--- src/rtl/itf_pkg.sv ---
// Shared types, codes and character helpers for the integer-to-text formatter.
package itf_pkg;

  localparam int VALUE_W          = 64;
  localparam int FW_W             = 6;
  localparam int BCD_DIGITS       = 20;
  localparam int BCD_W            = 4 * BCD_DIGITS;
  localparam int DABBLE_STEPS     = VALUE_W;
  localparam int STACK_DEPTH      = 32;
  localparam int DEF_MAX_FIELD_W  = 48;
  localparam int IN_TDATA_W       = 80;

  // Radix select codes
  localparam logic [1:0] MODE_OCT = 2'd0;
  localparam logic [1:0] MODE_DEC = 2'd1;
  localparam logic [1:0] MODE_HEX = 2'd2;

  // Decimal sign codes
  localparam logic [1:0] SIGN_NONE  = 2'd0;
  localparam logic [1:0] SIGN_PLUS  = 2'd1;
  localparam logic [1:0] SIGN_SPACE = 2'd2;
  localparam logic [1:0] SIGN_MINUS = 2'd3;

  // ASCII characters
  localparam logic [7:0] CH_ZERO    = 8'h30;
  localparam logic [7:0] CH_X       = 8'h78;
  localparam logic [7:0] CH_COMMA   = 8'h2C;
  localparam logic [7:0] CH_PLUS    = 8'h2B;
  localparam logic [7:0] CH_SPACE   = 8'h20;
  localparam logic [7:0] CH_MINUS   = 8'h2D;
  localparam logic [7:0] CH_UPPER_A = 8'h41;
  localparam logic [7:0] CH_LOWER_A = 8'h61;

  typedef enum logic [3:0] {
    S_IDLE,
    S_DABBLE,
    S_SPLIT,
    S_PADCALC,
    S_PREFIX_ZERO,
    S_PREFIX_X,
    S_SIGN,
    S_LPAD,
    S_DIGIT,
    S_RPAD
  } itf_state_t;

  // Control from the sequencer to the digit stack
  typedef struct packed {
    logic       push;
    logic       pop;
    logic [7:0] data;
  } itf_stack_ctrl_t;

  // One digit in 0..15 to its ASCII symbol
  function automatic logic [7:0] digit_char(input logic [3:0] d, input logic uc);
    logic [7:0] base;
    base = uc ? CH_UPPER_A : CH_LOWER_A;
    if (d < 4'd10) begin
      return CH_ZERO + {4'b0, d};
    end
    return base + {4'b0, d - 4'd10};
  endfunction

endpackage

--- src/rtl/integer_to_text_formatter.sv ---
// Top level of the integer-to-text formatter: input capture, digit split and text sequencer.
//
// Takes one 64-bit magnitude per input beat and sends its printf-style text one ASCII
// character per output beat, most significant first, tlast on the final character.
// Work per item: an accept step; for decimal only, a bit-serial binary-to-BCD conversion
// and a handoff; then one digit or comma per cycle (at most 29 of them) into the digit
// stack; a step to work out the padding; then one character per cycle (at most
// MAX_FIELD_WIDTH + 2 of them) while the output side takes beats. The next item is taken
// in the cycle after the final character enters the output register, so it converts while
// that character still waits for the sink. Field width counts digits, commas and padding
// only and saturates at MAX_FIELD_WIDTH; prefix ("0" or "0x", only for a nonzero value)
// and sign (decimal only) come on top. Radix select three acts as hex.
module integer_to_text_formatter #(
  parameter int MAX_FIELD_WIDTH = itf_pkg::DEF_MAX_FIELD_W
) (
  input  logic                           clk,
  input  logic                           rst,
  input  logic                           s_tvalid,
  output logic                           s_tready,
  // value[63:0], mode[65:64], field_width[71:66], sign_mode[73:72], group_digits[74],
  // left_justify[75], zero_pad[76], alt_form[77], upper_case[78], zero fill[79]
  input  logic [itf_pkg::IN_TDATA_W-1:0] s_tdata,
  output logic                           m_tvalid,
  input  logic                           m_tready,
  // character[7:0]
  output logic [7:0]                     m_tdata,
  output logic                           m_tlast
);
  import itf_pkg::*;

  localparam logic [FW_W-1:0] MAX_FW = FW_W'(MAX_FIELD_WIDTH);

  itf_state_t state, state_next;

  // Captured item
  logic [1:0]       mode_r;
  logic [1:0]       sm_r;
  logic [FW_W-1:0]  fw_r;
  logic             grp_r, lj_r, zp_r, alt_r, uc_r, nz_r;

  // Digit source: octal/hex value or decimal BCD; shifts one digit per non-comma split cycle
  logic [BCD_W-1:0] src;
  logic [FW_W-1:0]  digit_count;
  logic [FW_W-1:0]  pad_remaining;
  logic [1:0]       mod3;
  logic             comma_due;

  logic             accept;
  logic             dab_start, dab_done;
  logic [BCD_W-1:0] dab_bcd;

  itf_stack_ctrl_t  stk;
  logic [7:0]       stack_top;

  logic             out_free;
  logic             emit;
  logic [7:0]       emit_char;
  logic             emit_last;

  logic             is_dec, is_oct;
  logic             want_prefix, want_sign, want_rpad;
  logic [FW_W-1:0]  pad_calc;
  logic [3:0]       split_digit;
  logic [BCD_W-1:0] src_shift;
  logic             src_last;
  logic [7:0]       sign_char;

  itf_dabble u_dabble (
    .clk   (clk),
    .rst   (rst),
    .start (dab_start),
    .value (s_tdata[VALUE_W-1:0]),
    .done  (dab_done),
    .bcd   (dab_bcd)
  );

  itf_digit_stack u_stack (
    .clk      (clk),
    .ctrl     (stk),
    .top_char (stack_top)
  );

  assign s_tready = (state == S_IDLE);
  assign accept   = s_tvalid && s_tready;
  assign out_free = !m_tvalid || m_tready;

  assign is_dec      = (mode_r == MODE_DEC);
  assign is_oct      = (mode_r == MODE_OCT);
  assign want_prefix = alt_r && nz_r && !is_dec;
  assign want_sign   = is_dec && (sm_r != SIGN_NONE);
  assign want_rpad   = lj_r && (pad_remaining != '0);
  assign pad_calc    = (fw_r > digit_count) ? fw_r - digit_count : '0;

  assign split_digit = is_oct ? {1'b0, src[2:0]} : src[3:0];
  assign src_shift   = is_oct ? (src >> 3) : (src >> 4);
  assign src_last    = (src_shift == '0);

  always_comb begin
    unique case (sm_r)
      SIGN_PLUS:  sign_char = CH_PLUS;
      SIGN_SPACE: sign_char = CH_SPACE;
      default:    sign_char = CH_MINUS;
    endcase
  end

  always_ff @(posedge clk) begin
    if (rst) begin
      state <= S_IDLE;
    end else begin
      state <= state_next;
    end
  end

  // Sequencer: split digits onto the stack, then walk prefix, sign, padding and digits
  always_comb begin
    state_next = state;
    dab_start  = 1'b0;
    stk        = '0;
    emit       = 1'b0;
    emit_char  = CH_SPACE;
    emit_last  = 1'b0;
    unique case (state)
      S_IDLE: begin
        if (s_tvalid) begin
          if (s_tdata[65:64] == MODE_DEC) begin
            dab_start  = 1'b1;
            state_next = S_DABBLE;
          end else begin
            state_next = S_SPLIT;
          end
        end
      end
      S_DABBLE: begin
        if (dab_done) begin
          state_next = S_SPLIT;
        end
      end
      S_SPLIT: begin
        stk.push = 1'b1;
        if (comma_due) begin
          stk.data = CH_COMMA;
        end else begin
          stk.data = digit_char(split_digit, uc_r);
          if (src_last) begin
            state_next = S_PADCALC;
          end
        end
      end
      S_PADCALC: begin
        if (want_prefix) begin
          state_next = S_PREFIX_ZERO;
        end else if (want_sign) begin
          state_next = S_SIGN;
        end else if (!lj_r && pad_calc != '0) begin
          state_next = S_LPAD;
        end else begin
          state_next = S_DIGIT;
        end
      end
      S_PREFIX_ZERO: begin
        if (out_free) begin
          emit      = 1'b1;
          emit_char = CH_ZERO;
          if (!is_oct) begin
            state_next = S_PREFIX_X;
          end else if (!lj_r && pad_remaining != '0) begin
            state_next = S_LPAD;
          end else begin
            state_next = S_DIGIT;
          end
        end
      end
      S_PREFIX_X, S_SIGN: begin
        if (out_free) begin
          emit      = 1'b1;
          emit_char = (state == S_SIGN) ? sign_char : CH_X;
          if (!lj_r && pad_remaining != '0) begin
            state_next = S_LPAD;
          end else begin
            state_next = S_DIGIT;
          end
        end
      end
      S_LPAD: begin
        if (out_free) begin
          emit      = 1'b1;
          emit_char = zp_r ? CH_ZERO : CH_SPACE;
          if (pad_remaining == FW_W'(1)) begin
            state_next = S_DIGIT;
          end
        end
      end
      S_DIGIT: begin
        if (out_free) begin
          emit      = 1'b1;
          emit_char = stack_top;
          stk.pop   = 1'b1;
          if (digit_count == FW_W'(1)) begin
            if (want_rpad) begin
              state_next = S_RPAD;
            end else begin
              emit_last  = 1'b1;
              state_next = S_IDLE;
            end
          end
        end
      end
      S_RPAD: begin
        if (out_free) begin
          emit      = 1'b1;
          emit_char = CH_SPACE;
          if (pad_remaining == FW_W'(1)) begin
            emit_last  = 1'b1;
            state_next = S_IDLE;
          end
        end
      end
      default: begin
        state_next = S_IDLE;
      end
    endcase
  end

  // Item capture and digit source
  always_ff @(posedge clk) begin
    if (accept) begin
      mode_r <= s_tdata[65:64];
      fw_r   <= (s_tdata[71:66] > MAX_FW) ? MAX_FW : s_tdata[71:66];
      sm_r   <= s_tdata[73:72];
      grp_r  <= s_tdata[74];
      lj_r   <= s_tdata[75];
      zp_r   <= s_tdata[76];
      alt_r  <= s_tdata[77];
      uc_r   <= s_tdata[78];
      nz_r   <= (s_tdata[VALUE_W-1:0] != '0);
      src    <= {{(BCD_W-VALUE_W){1'b0}}, s_tdata[VALUE_W-1:0]};
    end else if (state == S_DABBLE && dab_done) begin
      src <= dab_bcd;
    end else if (state == S_SPLIT && !comma_due) begin
      src <= src_shift;
    end
  end

  // Counters: digits and commas on the stack, padding still to send, grouping phase
  always_ff @(posedge clk) begin
    if (rst) begin
      digit_count   <= '0;
      pad_remaining <= '0;
      mod3          <= '0;
      comma_due     <= 1'b0;
    end else begin
      if (accept) begin
        digit_count <= '0;
        mod3        <= '0;
        comma_due   <= 1'b0;
      end else if (state == S_SPLIT) begin
        digit_count <= digit_count + 1'b1;
        if (comma_due) begin
          comma_due <= 1'b0;
        end else begin
          mod3 <= (mod3 == 2'd2) ? 2'd0 : mod3 + 2'd1;
          if (mod3 == 2'd2 && grp_r) begin
            comma_due <= 1'b1;
          end
        end
      end else if (state == S_DIGIT && emit) begin
        digit_count <= digit_count - 1'b1;
      end

      if (state == S_PADCALC) begin
        pad_remaining <= pad_calc;
      end else if ((state == S_LPAD || state == S_RPAD) && emit) begin
        pad_remaining <= pad_remaining - 1'b1;
      end
    end
  end

  // Output register: load a character when empty or being drained
  always_ff @(posedge clk) begin
    if (rst) begin
      m_tvalid <= 1'b0;
    end else if (emit) begin
      m_tvalid <= 1'b1;
    end else if (m_tready) begin
      m_tvalid <= 1'b0;
    end
  end

  always_ff @(posedge clk) begin
    if (emit) begin
      m_tdata <= emit_char;
      m_tlast <= emit_last;
    end
  end

  // The stack never holds more than its depth
  assert property (@(posedge clk) disable iff (rst) digit_count <= FW_W'(STACK_DEPTH))
    else $error("digit stack overflow");

  // Digits are popped only while some remain
  assert property (@(posedge clk) disable iff (rst) (state == S_DIGIT) |-> (digit_count != '0))
    else $error("pop from empty digit stack");

  // Padding never exceeds the saturated field width
  assert property (@(posedge clk) disable iff (rst) pad_remaining <= MAX_FW)
    else $error("padding beyond field width");

  // The converter finishes only while the sequencer waits for it
  assert property (@(posedge clk) disable iff (rst) dab_done |-> (state == S_DABBLE))
    else $error("stray conversion done");

  // The final character returns the sequencer to idle
  assert property (@(posedge clk) disable iff (rst) (emit && emit_last) |=> (state == S_IDLE))
    else $error("last character without return to idle");

  // Padding states are entered only with padding left
  assert property (@(posedge clk) disable iff (rst)
    (state == S_LPAD || state == S_RPAD) |-> (pad_remaining != '0))
    else $error("padding state with no padding left");

endmodule

--- src/rtl/itf_dabble.sv ---
// Bit-serial binary to BCD converter (shift and add three), one bit per cycle.
module itf_dabble (
  input  logic                         clk,
  input  logic                         rst,
  input  logic                         start,
  input  logic [itf_pkg::VALUE_W-1:0]  value,
  output logic                         done,
  output logic [itf_pkg::BCD_W-1:0]    bcd
);
  import itf_pkg::*;

  localparam int CNT_W = $clog2(DABBLE_STEPS);
  localparam logic [CNT_W-1:0] LAST_STEP = CNT_W'(DABBLE_STEPS - 1);

  logic [VALUE_W-1:0] bin;
  logic [BCD_W-1:0]   acc;
  logic [BCD_W-1:0]   acc_adj;
  logic [CNT_W-1:0]   count;
  logic               busy;

  // Add three to every digit of five or more before the shift
  always_comb begin
    for (int i = 0; i < BCD_DIGITS; i++) begin
      acc_adj[4*i +: 4] = (acc[4*i +: 4] >= 4'd5) ? acc[4*i +: 4] + 4'd3 : acc[4*i +: 4];
    end
  end

  always_ff @(posedge clk) begin
    if (rst) begin
      busy  <= 1'b0;
      done  <= 1'b0;
      count <= '0;
    end else begin
      done <= busy && (count == LAST_STEP);
      if (start) begin
        busy  <= 1'b1;
        count <= '0;
      end else if (busy) begin
        count <= count + 1'b1;
        if (count == LAST_STEP) begin
          busy <= 1'b0;
        end
      end
    end
  end

  always_ff @(posedge clk) begin
    if (start) begin
      bin <= value;
      acc <= '0;
    end else if (busy) begin
      acc <= {acc_adj[BCD_W-2:0], bin[VALUE_W-1]};
      bin <= {bin[VALUE_W-2:0], 1'b0};
    end
  end

  assign bcd = acc;

endmodule

--- src/rtl/itf_digit_stack.sv ---
// Last-in first-out shift stack that turns least-first digits into most-first text.
module itf_digit_stack (
  input  logic                    clk,
  input  itf_pkg::itf_stack_ctrl_t ctrl,
  output logic [7:0]              top_char
);
  import itf_pkg::*;

  logic [7:0] entry [STACK_DEPTH];

  always_ff @(posedge clk) begin
    if (ctrl.push) begin
      for (int i = STACK_DEPTH - 1; i > 0; i--) begin
        entry[i] <= entry[i-1];
      end
      entry[0] <= ctrl.data;
    end else if (ctrl.pop) begin
      for (int i = 0; i < STACK_DEPTH - 1; i++) begin
        entry[i] <= entry[i+1];
      end
    end
  end

  assign top_char = entry[0];

endmodule

--- config.mk ---
export PLATFORM = sky130hd
export DESIGN_NAME = integer_to_text_formatter
export DESIGN_NICKNAME = d
export VERILOG_FILES = /design/src/rtl/itf_pkg.sv /design/src/rtl/integer_to_text_formatter.sv /design/src/rtl/itf_dabble.sv /design/src/rtl/itf_digit_stack.sv
export SDC_FILE = /design/constraint.sdc
export NUM_CORES = 1
export LEC_CHECK = 0
export BUFFER_PORTS_ARGS = -buffer_cell sky130_fd_sc_hd__buf_4
export CORE_UTILIZATION = 60
export DETAILED_ROUTE_END_ITERATION = 8
export GPL_TIMING_DRIVEN = 0
export HOLD_SLACK_MARGIN = 0.03
export PLACE_DENSITY = 0.84
export SLEW_MARGIN = 10
export SYNTH_ARGS = -nofsm -noshare
export SYNTH_HDL_FRONTEND = slang
export SYNTH_SLANG_ARGS = --single-unit
export TNS_END_PERCENT = 100
--- constraint.sdc ---
create_clock -name clk -period 10.05 [get_ports clk]
set_input_delay 2.01 -clock clk [delete_from_list [all_inputs] [get_ports clk]]
set_output_delay 2.01 -clock clk [all_outputs]
set_load 0.1 [all_outputs]
* After elaboration in Yosys (flattened, before gate mapping)
Memory sizes are Yosys's and may differ from the RTL's.
Index checks and enable logic that the tools add are counted.
** Storage, ports and cells
- Register bits :: 277
- RAM bits :: 256
- Bits of input ports :: 84
- Output and inout port bits :: 11
- Word-level logic and storage cells :: 301
- Memories :: 1
** Memory list
- u_stack.entry :: words 32, width 8, read ports 32, clocked after Yosys merged registers in 0, write ports 32, RTL line itf_digit_stack.sv:9 : logic [7:0] entry [STACK_DEPTH];
** Operators by class
- $add $sub $neg :: 29
- Order comparisons :: 23
- Eq/ne operators :: 29
- Muxes and demuxes :: 125
- Bitwise gates (word level) :: 32
- Reductions and logical operators :: 38
** Operators by type and width (count)
- 8-bit 2-to-1 mux :: 36
- 64-bit 2-to-1 mux :: 3
- 80-bit 2-to-1 mux :: 2
- 4-bit 2-to-1 mux :: 38
- 4-bit by 3-bit >= comparator with 1-bit output, second input constant :: 20
- 80-bit logical NOT :: 1
- 77-bit 2-to-1 mux :: 1
- 4-bit by 2-bit adder with 4-bit output, second input constant :: 19
- 64-bit nonzero test :: 1
- 6-bit 2-to-1 mux :: 6
- 4-bit case mux with 9 select lines :: 1
- 8-bit case mux with 4 select lines :: 1
- 1-bit OR :: 31
- 1-bit 2-to-1 mux :: 27
- 2-bit != test, second input constant :: 11
- 4-bit by 3-bit equality test with 1-bit output, second input constant :: 4
- 5-bit 2-to-1 mux :: 3
- 7-bit 2-to-1 mux :: 2
- 1-bit logical AND :: 13
- 6-bit by 1-bit adder with 6-bit output, second input constant :: 2
- 6-bit by 1-bit equality test with 1-bit output, second input constant :: 2
- 12-bit AND reduction :: 1
- 2-bit nonzero test :: 6
- 6-bit nonzero test :: 2
- other kinds (30) :: 43

* Longest topological paths before layout
Gate-level depths: netlist of the first run.
- Depth after elaboration :: 10
- Depth in mapped cells :: 12
- Depth with buffers taken out :: 11

* Cells and area by module
A second synthesis of the first run with hierarchy kept.
** Unflattened totals
- Cells, all modules :: 2316
- Area, all modules :: 26711.9 um^2
** Modules (own cells, without submodules)
- itf_digit_stack :: instances 1, cells each 556, area each 11031.8 um^2, seq. area each 7687.4 um^2
- itf_dabble :: instances 1, cells each 788, area each 7956.4 um^2, seq. area each 3683.5 um^2
- integer_to_text_formatter :: instances 1, cells each 972, area each 7723.7 um^2, seq. area each 3393.3 um^2

* Worst setup path after synthesis of the first run
Ideal clock, no wire load.
- Kind :: input port to flip-flop
- Start point :: in m_tready
- End point :: mem u_stack.entry[0][0], enable pin
- Data arrival time :: 6.608 ns
- Data required time :: 8.127 ns
- Slack :: 1.518 ns
- Cell stages on the path :: 4
- Buffers on the path :: 1
- Cells stage by stage :: nand2b_1 > buf_1 > nand2_1 > nand2_1
** RTL lines
- from (decl) :: RTL line integer_to_text_formatter.sv:24 : input logic m_tready,
- to (decl) :: RTL line itf_digit_stack.sv:9

==> flow_metrics.tcl, run 1 <==
set metrics [dict create \
    status "finished, final reports clean" \
    drt_iter0_drc 2394 \
    irDropWorstVdd_mv 0.163 \
    critPathLaunch "m_tready" \
    ctsHoldBuffers 0 \
    r2r-start "state[2]$_SDFFE_PP0P_" \
    critPathMaxFanout 61 \
    crit_type "input port to flip-flop" \
    cellPowerDensity_nw_per_um2 282 \
    path_cells "buf_4 > nand2b_1 > buf_1 > nand2_1 > nand2_4 > buf_16 > buf_16 > buf_16" \
    synth-xor-area-share_pct 1.29 \
    drive_above_1_share_pct 7.75 \
    r2r_cells 7 \
    antenna_found_initial 0 \
    worstSetupStartpointType "input port" \
    setup_ws_ns 6.02 \
    finalClockSkew_ns 0.0210 \
    cts-buffers-inserted 56 \
    p_sw_w 0.00290 \
    yosysTopAreaCell "edfxtp_1" \
    hold_depth 0 \
    wl_mm 69.0 \
    fmax_ghz 0.248 \
    port_buffers 92 \
    drc 0 \
    syn_inst 2895 \
    rsz0062_at_grt "no" \
    ant_nets 0 \
    gp_congestion 0.972 \
    worstPathArrival_ns 4.34 \
    intPower_w 0.00532 \
    clkPwrFrac_pct 24.7 \
    yosysTopAreaCellShare_pct 47.5 \
    ys_ff_latch 533 \
    hp-start "u_stack.entry[30][7]$_DFFE_PP_" \
    overflow 0 \
    critPathTopFamily "buffers and inverters" \
    relSlewSlack_pct 33.2 \
    grt_use_total_pct 31.5 \
    muxShareOfSynthArea_pct 1.28 \
    grt_pass1_vias 21026 \
    cts_resized 0 \
    final_hold_viol_count 0 \
    wl_per_cell_um 19.0 \
    crit_slowest_cell "buf_1" \
    pin_count 95 \
    r2r-end "u_stack.entry[29][6]$_DFFE_PP_" \
    synthArstFlopShare_pct 0 \
    crit_required_ns 10.35 \
    die_h_um 210 \
    syn-num-nets 3038 \
    worst-path-stages 8 \
    dr_total_vias 21627 \
    path_buf_inv 5 \
    synth_compound_area_share_pct 8.90 \
    period_share_pct 40.1 \
    synth_flop_cell "edfxtp_1" \
    ctsHtreeMaxLevel 2 \
    busiest_layer "met2" \
    fin_area_um2 29200 \
    yosysWarnings 0 \
    chipWidth_um 210 \
    reg2reg_slack_ns 6.61 \
    yosys.area_share.simple_pct 25.1 \
    seq_area_frac_synth_pct 57.0 \
    start_util_pct 61.3 \
    synth_fa_ha_area_share_pct 2.88 \
    post-route-min-period_ns 4.03 \
    drv_slew 0 \
    synth_area_leaders "edfxtp_1 (47%), nand2_1 (18%), dfxtp_1 (9.6%)" \
    viasPerCell 5.95 \
    use_met3_pct 4.82 \
    setup_viol 0 \
    dpl_cell_area_um2 27400 \
    clk_pin_slew_worst_paths_ns 0.06 \
    path_common_cell "buf_16" \
    core_um2 42200 \
    worst_setup_path_end_kind "flip-flop" \
    num_rows 75 \
    comb_power_share_pct 27.4 \
    synth.avg_cell_area_um2 8.94 \
    clockBufferDepth 3 \
    area_growth_pct 12.7 \
    synth-edff-count 409 \
    synth_common_cells "nand2_1 (1220), edfxtp_1 (409), o21ai_0 (185)" \
    layout.nets 3193 \
    tightest_slew_ns 1.00 \
    switching_share_pct 35.3 \
    seqPwrFrac_pct 48.0 \
    clkLatencyLatePin_ns 0.63 \
    dieArea_um2 44000 \
    use_met2_pct 52.9 \
    grt_pass1_wl_mm 109 \
    p_leak_nw 11.7 \
    cts-root-buf "clkbuf_16" \
    synth.cell_area_um2 25900 \
    hp-class "flip-flop to flip-flop" \
    pre_cts_ws_ns 5.37 \
    grt_max_degree 67 \
    max_cap_viol_count 0 \
    synth_top_family_by_area "simple AND/OR/NAND/NOR gates" \
    post-cts-setup-buffers 0 \
    diodes 0 \
    met1_usage_pct 39.6 \
    ys_types 61 \
    numClockSinks 533 \
    crit_path_max_incr_delay_ns 0.40 \
    place_hpwl_mm 49.4 \
    yosysMostFrequentCell "nand2_1" \
    hold_end "u_stack.entry[31][7]$_DFFE_PP_" \
    cts_tree "built" \
    drtPass1Iterations 8 \
    fin_setup_tns_ns 0 \
]
metrics by stage:
| step | hold WS, ns | cells | util [%] | total power (W) |
|---|---|---|---|---|
| 3_3_place_gp | 0.442 | 3526 | 64.5 | 0.00613 |
| 3_5_place_dp | 0.438 | 3531 | 64.9 | 0.00616 |
| 6_report | 0.458 | 3636 | 69.1 | 0.00822 |
| 2_1_floorplan | 0.426 | 2895 | - | 0.00548 |
| 5_1_grt | 0.472 | 3636 | 69.1 | 0.00866 |
| 4_1_cts | 0.462 | 3636 | 69.1 | 0.00819 |
flip-flops by register name (all words and copies together) (netlist names), 4 cells and up:
name and cells:
pad_remaining 6, src 80, m_tdata 8, fw_r 6
state 4, u_dabble.count 6, u_dabble.bin 64, u_stack.entry 256
digit_count 6, u_dabble.bcd 80
power by group through the flow:
stage / Sequential, W / Combinational, W / Clock [W]
after floorplan: 0.00388 / 0.00160 / 0
after global placement: 0.00409 / 0.00204 / 0
after detailed placement: 0.00395 / 0.00222 / 0
after CTS: 0.00392 / 0.00223 / 0.00204
after global routing: 0.00401 / 0.00253 / 0.00212
final: 0.00394 / 0.00225 / 0.00203
worst max path at each step:
stage                                           to  slack, ns
detailed placement  u_stack.entry[24][4]$_DFFE_PP_       5.37
global route        u_stack.entry[29][6]$_DFFE_PP_       5.82
finish              u_stack.entry[29][6]$_DFFE_PP_       6.02
floorplan            u_stack.entry[0][0]$_DFFE_PP_       1.52
global placement    u_stack.entry[29][5]$_DFFE_PP_      -0.92
CTS                                       s_tready       6.01
final cells by class:
cell class | count | area, µm²
clock inverters | 37 | 314
flip-flops and latches | 533 | 14800
well taps | 539 | 674
clock buffers | 68 | 1460
repair buffers | 97 | 828
plain buffers | 161 | 672
inverters | 64 | 240
multi-input cells | 2137 | 10200
fillers | 3247 | 13000
cell families (layout without fill, tap and decap cells):
logic type      after synthesis  count (layout)
buf+inv                     225             427
fa+ha+maj                    59              59
mux                          33              33
flops                       533             533
simple gates               1588            1588
compound gates              419             419
xor+xnor                     38              38
placed cells by master (no fill, tap or decap), types with 58 or more instances in the layout:
cell type and count:
nand2_1 1217, clkbuf_1 116, inv_1 62, edfxtp_1 409, nand3_1 85, nor2_1 123
ha_1 58, o21ai_0 185, a21oi_1 158, buf_4 96, dfxtp_1 124
per-layer routing:
| layer | vias to the layer above | share of wire (%) |
|---|---|---|
| met5 | - | 0 |
| met4 | 0 | 5.1 |
| met3 | 218 | 7.4 |
| met2 | 955 | 48 |
| met1 | 10333 | 39 |
| li1 | 10121 | - |
(Power assumes the default switching activity.)
==> inputs of run 2 (changes only) <==
--- a/config.mk
+++ b/config.mk
@@ -6,11 +6,11 @@
 export NUM_CORES = 1
 export LEC_CHECK = 0
 export BUFFER_PORTS_ARGS = -buffer_cell sky130_fd_sc_hd__buf_4
-export CORE_UTILIZATION = 60
+export CORE_UTILIZATION = 56
 export DETAILED_ROUTE_END_ITERATION = 8
 export GPL_TIMING_DRIVEN = 0
 export HOLD_SLACK_MARGIN = 0.03
-export PLACE_DENSITY = 0.84
+export PLACE_DENSITY = 0.82
 export SLEW_MARGIN = 10
 export SYNTH_ARGS = -nofsm -noshare
 export SYNTH_HDL_FRONTEND = slang
==> constraint.sdc (replaced) <==
create_clock -name clk -period 3.4 [get_ports clk]
set_input_delay 0.68 -clock clk [delete_from_list [all_inputs] [get_ports clk]]
set_output_delay 0.68 -clock clk [all_outputs]
set_load 0.1 [all_outputs]
==> run 2 against run 1 <==
  * Via count fell by 0.31%
  * Sequential share of layout area down 0.26 points
  * Power grew to 3.0 times the previous value
  * Final area increased by 0.51%
  * Core utilization shrank 4.6 points
  * Die area rose by 7.1%
  * First-iteration DRC count barely moved
  * Critical path type is now flip-flop to flip-flop
  * Highest routed layer unchanged
  * Combinational power rose to 3.0 times the previous value
  * Wire length grew 0.83%
  * Clock power grew to 3.1 times the previous value
  * Critical endpoint is now lj_r$_DFFE_PP_
  * Hold slack worse by 0.22 ns
==> flow_metrics.tcl, run 2 (synthesis gave the netlist of run 1 again) <==
set metrics [dict create \
    status "finished, final reports clean" \
    setup_viol 0 \
    r2r-end "lj_r$_DFFE_PP_" \
    cts_resized 0 \
    viasPerCell 5.84 \
    cts-buffers-inserted 55 \
    grt_max_degree 120 \
    place_inst 3589 \
    wl_mm 69.6 \
    wl_per_cell_um 18.8 \
    clockBufferDepth 3 \
    core_um2 45500 \
    ant_nets 0 \
    finalClockSkew_ns 0.0184 \
    chipWidth_um 217 \
    setup_ws_ns 0.133 \
    place_hpwl_mm 49.3 \
    max_cap_viol_count 0 \
    layout_common_cells "nand2_1 (1217), edfxtp_1 (409), o21ai_0 (185)" \
    post-route-min-period_ns 3.27 \
    grt_use_total_pct 29.8 \
    rsz0062_at_grt "no" \
    period_share_pct 96.1 \
    p_leak_nw 11.7 \
    drv_slew 0 \
    die_h_um 217 \
    cts_tree "built" \
    drtPass1Iterations 6 \
    overflow 0 \
    crit_type "flip-flop to flip-flop" \
    start_util_pct 56.9 \
    antenna_found_initial 0 \
    drive_above_1_share_pct 7.82 \
    grt_pass1_vias 21583 \
    reg2reg_slack_ns 0.13 \
    critPathMaxFanout 25 \
    r2r_cells 8 \
    worstPathArrival_ns 3.55 \
    fin_area_um2 29300 \
    final_cells 3693 \
    pin_count 95 \
    irDropWorstVdd_mv 0.500 \
    drc 0 \
    max_flop_register "u_stack.entry" \
    dpl_cell_area_um2 27400 \
    cellPowerDensity_nw_per_um2 842 \
    numClockSinks 533 \
    num_rows 78 \
    pre_cts_ws_ns 0.0575 \
    fmax_ghz 0.306 \
    relSlewSlack_pct 33.7 \
    dr_total_vias 21560 \
    clk_pin_slew_worst_paths_ns 0.06 \
    hp-start "s_tdata[76]" \
    ctsHtreeMaxLevel 2 \
    worst_setup_path_end_kind "flip-flop" \
    area_growth_pct 13.3 \
    largest_register_ffs 256 \
    total_power_w 0.0247 \
    layout.nets 3189 \
    clkLatencyLatePin_ns 0.63 \
    post-cts-setup-buffers 0 \
    gp_congestion 0.988 \
    cts-root-buf "clkbuf_16" \
    final_common_cell "nand2_1" \
    hold_slack_ns 0.238 \
    crit_required_ns 3.68 \
    final_hold_viol_count 0 \
    r2r-start "state[2]$_SDFFE_PP0P_" \
    tightest_slew_ns 0.985 \
    drt_iter0_drc 2392 \
    ctsHoldBuffers 0 \
    dieArea_um2 47100 \
    critPathLaunch "state[2]$_SDFFE_PP0P_" \
    hp-class "input port to flip-flop" \
    grt_pass1_wl_mm 111 \
    crit_end "lj_r$_DFFE_PP_" \
    diodes 0 \
    worstSetupStartpointType "flip-flop" \
    port_buffers 92 \
]
## run 2: changes by cell type in the layout (fill, tap and decap cells not counted), sizes merged
cell and change:
bufinv +4, clkinvlp +3, clkbuf +4, clkinv -10, inv -1, buf -4
## run 2: worst min path at each step
| stage | depth (start not counted) | to |
|---|---|---|
| 6_report | 1 | zp_r$_DFFE_PP_ |
| 5_1_grt | 1 | sm_r[0]$_DFFE_PP_ |
| 4_1_cts | 1 | zp_r$_DFFE_PP_ |
| 3_5_place_dp | 0 | u_stack.entry[31][3]$_DFFE_PP_ |
| 3_3_place_gp | 0 | u_stack.entry[31][7]$_DFFE_PP_ |
| 2_1_floorplan | 0 | u_stack.entry[31][0]$_DFFE_PP_ |
## run 2: critical path, cell delays in order (launching register included)
cell and delay (ns):
dfxtp_1 0.30, buf_2 0.17, or2_2 0.35, nor3_4 0.17, nand2_1 0.23, inv_2 0.19
buf_2 0.33, clkbuf_1 0.62, clkbuf_4 0.54
## run 2: power by group
part           total, W  internal (W)  switching, W
Combinational   0.00665       0.00231       0.00434
Clock           0.00639       0.00373       0.00265
Sequential       0.0117        0.0100       0.00167
Total            0.0247        0.0160       0.00866
## run 2: metrics by stage
step | util [%] | setup TNS (ns)
after floorplan | - | 0
after global placement | 60.2 | -32.37
after detailed placement | 60.3 | 0
after CTS | 64.5 | 0
after global routing | 64.5 | 0
final | 64.5 | 0
## run 2: cell type report
cell class                      count  area (µm²)
Clock inverter                     33         400
Buffer                            161         674
Fill cell                        3601       16100
Tap cell                          600         751
Inverter                           64         240
Multi-Input combinational cell   2137       10300
Sequential cell                   533       14800
Timing Repair Buffer               94         746
Clock buffer                       71        1500
## run 2: routing by layer
metal  track usage, %  routed length [µm]  vias to the layer above
met5                0                   0                        -
met2             50.5               34000                      908
met3             4.40                4610                      207
met4             14.9                3330                        0
met1             37.1               27600                    10335
li1                 -                   -                    10110
==> inputs of run 3 (changes only) <==
--- a/config.mk
+++ b/config.mk
@@ -5,12 +5,13 @@
 export SDC_FILE = /design/constraint.sdc
 export NUM_CORES = 1
 export LEC_CHECK = 0
+export ABC_AREA = 1
 export BUFFER_PORTS_ARGS = -buffer_cell sky130_fd_sc_hd__buf_4
 export CORE_UTILIZATION = 56
 export DETAILED_ROUTE_END_ITERATION = 8
 export GPL_TIMING_DRIVEN = 0
 export HOLD_SLACK_MARGIN = 0.03
-export PLACE_DENSITY = 0.82
+export PLACE_DENSITY = 0.76
 export SLEW_MARGIN = 10
 export SYNTH_ARGS = -nofsm -noshare
 export SYNTH_HDL_FRONTEND = slang
==> run 3 against run 2 <==
  * Combinational power rose by 9.6%
  * Final cell count rose by 1.1%
  * Count of clock-buffer cells in the layout rose by 6
  * Synthesized cell count rose by 1.2%
  * Critical path depth rose by 1
  * Sequential share of layout area fell by 0.075 points
  * Area after synthesis rose by 0.14%
  * Global-route usage rose by 0.59 points
  * Sequential power barely moved
  * Via count fell by 0.13%
  * Critical path type unchanged
==> flow_metrics.tcl, run 3 <==
set metrics [dict create \
    status "finished, final reports clean" \
    yosysMostFrequentCell "nand2_1" \
    antenna_found_initial 0 \
    max_flop_register "u_stack.entry" \
    syn_inst 2931 \
    num_rows 78 \
    yosysWarnings 0 \
    port_buffers 92 \
    cts_resized 0 \
    path_common_cell "nand2_1" \
    worst-path-stages 9 \
    r2r-end "u_dabble.bin[63]$_DFFE_PP_" \
    fin_area_um2 29400 \
    final_common_cell "nand2_1" \
    clockBufferDepth 3 \
    grt_max_degree 117 \
    yosysTopAreaCell "edfxtp_1" \
    critPathLaunch "state[0]$_SDFFE_PP0P_" \
    layout_common_cells "nand2_1 (944), edfxtp_1 (409), o21ai_0 (360)" \
    synth_common_cells "nand2_1 (945), edfxtp_1 (409), o21ai_0 (360)" \
    critPathTopFamily "buffers and inverters" \
    synth_flop_cell "edfxtp_1" \
    hold_slack_ns 0.226 \
    ys_types 48 \
    max_cap_viol_count 0 \
    crit_path_max_incr_delay_ns 0.76 \
    core_um2 45500 \
    reg2reg_slack_ns 0.23 \
    crit_slowest_cell "clkbuf_1" \
    crit_type "flip-flop to flip-flop" \
    drc 0 \
    numClockSinks 533 \
    pin_count 95 \
    die_h_um 217 \
    r2r_cells 9 \
    grt_pass1_vias 20917 \
    finalClockSkew_ns 0.0148 \
    yosysTopAreaCellShare_pct 47.4 \
    diodes 0 \
    drv_slew 0 \
    cts_tree "built" \
    fill_cells 3782 \
    total_power_w 0.0250 \
    grt_use_total_pct 30.3 \
    dieArea_um2 47100 \
    final_util_pct 64.6 \
    syn-num-nets 3074 \
    post-route-min-period_ns 3.17 \
    crit_required_ns 3.87 \
    grt_pass1_wl_mm 112 \
    tightest_slew_ns 0.929 \
    fmax_ghz 0.315 \
    synth.avg_cell_area_um2 8.84 \
    seq_area_frac_synth_pct 57.0 \
    area_growth_pct 13.3 \
    synth-edff-count 409 \
    ctsHoldBuffers 0 \
    cellPowerDensity_nw_per_um2 852 \
    dr_total_vias 21533 \
    place_hpwl_mm 50.3 \
    dpl_cell_area_um2 27500 \
    chipWidth_um 217 \
    synth_area_leaders "edfxtp_1 (47%), nand2_1 (14%), dfxtp_1 (9.6%)" \
    setup_viol 0 \
    wl_mm 71.1 \
    irDropWorstVdd_mv 0.601 \
    relSlewSlack_pct 38.1 \
    rsz0062_at_grt "no" \
    layout.nets 3230 \
    start_util_pct 57.0 \
    worst_setup_path_end_kind "flip-flop" \
    worstSetupStartpointType "flip-flop" \
    cts-root-buf "clkbuf_16" \
    drt_iter0_drc 2464 \
    synth.cell_area_um2 25900 \
    clkLatencyLatePin_ns 0.63 \
    worstPathArrival_ns 3.64 \
    path_cells "buf_2 > nor2_1 > nand2_1 > nor2_1 > nand2_1 > clkbuf_1 > clkbuf_1 > nand2_1 > o21ai_0" \
    ys_ff_latch 533 \
    final_hold_viol_count 0 \
    r2r-start "state[0]$_SDFFE_PP0P_" \
    p_leak_nw 12.4 \
    critPathMaxFanout 10 \
    clk_pin_slew_worst_paths_ns 0.06 \
    path_buf_inv 3 \
    hp-class "input port to flip-flop" \
    viasPerCell 5.77 \
    wl_per_cell_um 19.0 \
    drive_above_1_share_pct 8.04 \
    overflow 0 \
    period_share_pct 93.3 \
    ant_nets 0 \
    synthArstFlopShare_pct 0 \
    post-cts-setup-buffers 0 \
    largest_register_ffs 256 \
    crit_end "u_dabble.bin[63]$_DFFE_PP_" \
    cts-buffers-inserted 56 \
    ctsHtreeMaxLevel 2 \
    drtPass1Iterations 6 \
    gp_congestion 0.959 \
]
run 3: power breakdown:
part	internal [W]	switching, W	total [W]
logic	0.00223	0.00505	0.00729
registers	0.0102	0.00125	0.0115
clock network	0.00358	0.00269	0.00626
total	0.0160	0.00898	0.0250
run 3: worst min path at each step:
stage / startpoint / to / cells after the start
after global placement: u_stack.entry[30][6]$_DFFE_PP_ / u_stack.entry[31][6]$_DFFE_PP_ / 0
final: s_tdata[75] / lj_r$_DFFE_PP_ / 1
after detailed placement: u_stack.entry[30][2]$_DFFE_PP_ / u_stack.entry[31][2]$_DFFE_PP_ / 0
after floorplan: u_dabble.bin[63]$_DFFE_PP_ / u_dabble.bcd[0]$_SDFFE_PP0P_ / 2
after global routing: s_tdata[72] / sm_r[0]$_DFFE_PP_ / 1
after CTS: s_tdata[72] / sm_r[0]$_DFFE_PP_ / 1
run 3: cell families (layout without fill, tap and decap cells):
kind of cell / after synthesis / in the layout / synth area share (%)
adder cells (fa/ha/maj): 59 / 59 / 2.88
AND/OR/NAND/NOR: 1201 / 1201 / 18.2
XOR/XNOR: 39 / 39 / 1.32
AO/OA/AOI/OAI: 626 / 626 / 13.3
buffers and inverters: 473 / 676 / 7.30
flip-flops: 533 / 533 / 57.0
run 3: layout make-up:
type / count / area (µm²) / share of cell area [%]
buffer: 143 / 657 / 2.24
clock buffer: 77 / 1620 / 5.52
clock inverter: 28 / 248 / 0.843
inverter: 330 / 1240 / 4.22
multi-input combinational: 1925 / 9290 / 31.6
sequential: 533 / 14800 / 50.3
tap: 600 / 751 / 2.56
timing repair buffer: 98 / 801 / 2.73
run 3: metrics by stage:
stage	cells	worst slack (ns)	setup TNS, ns
global placement	3623	-0.574	-65.27
finish	3734	0.229	0
floorplan	2931	0.221	0
global route	3734	0.0856	0
CTS	3732	0.106	0
detailed placement	3627	0.0736	0
run 3: worst register-to-register path, cell delays in order, from the launching register on:
cell and delay (ns):
dfxtp_1 0.30, buf_2 0.19, nor2_1 0.10, nand2_1 0.10
nor2_1 0.07, nand2_1 0.48, clkbuf_1 0.66, clkbuf_1 0.77
nand2_1 0.22, o21ai_0 0.13
run 3: routing by layer:
layer	track usage [%]	share of wire [%]
met5	0	0
met4	14.8	4.5
met3	4.29	7.4
met2	50.3	48
met1	39.2	40
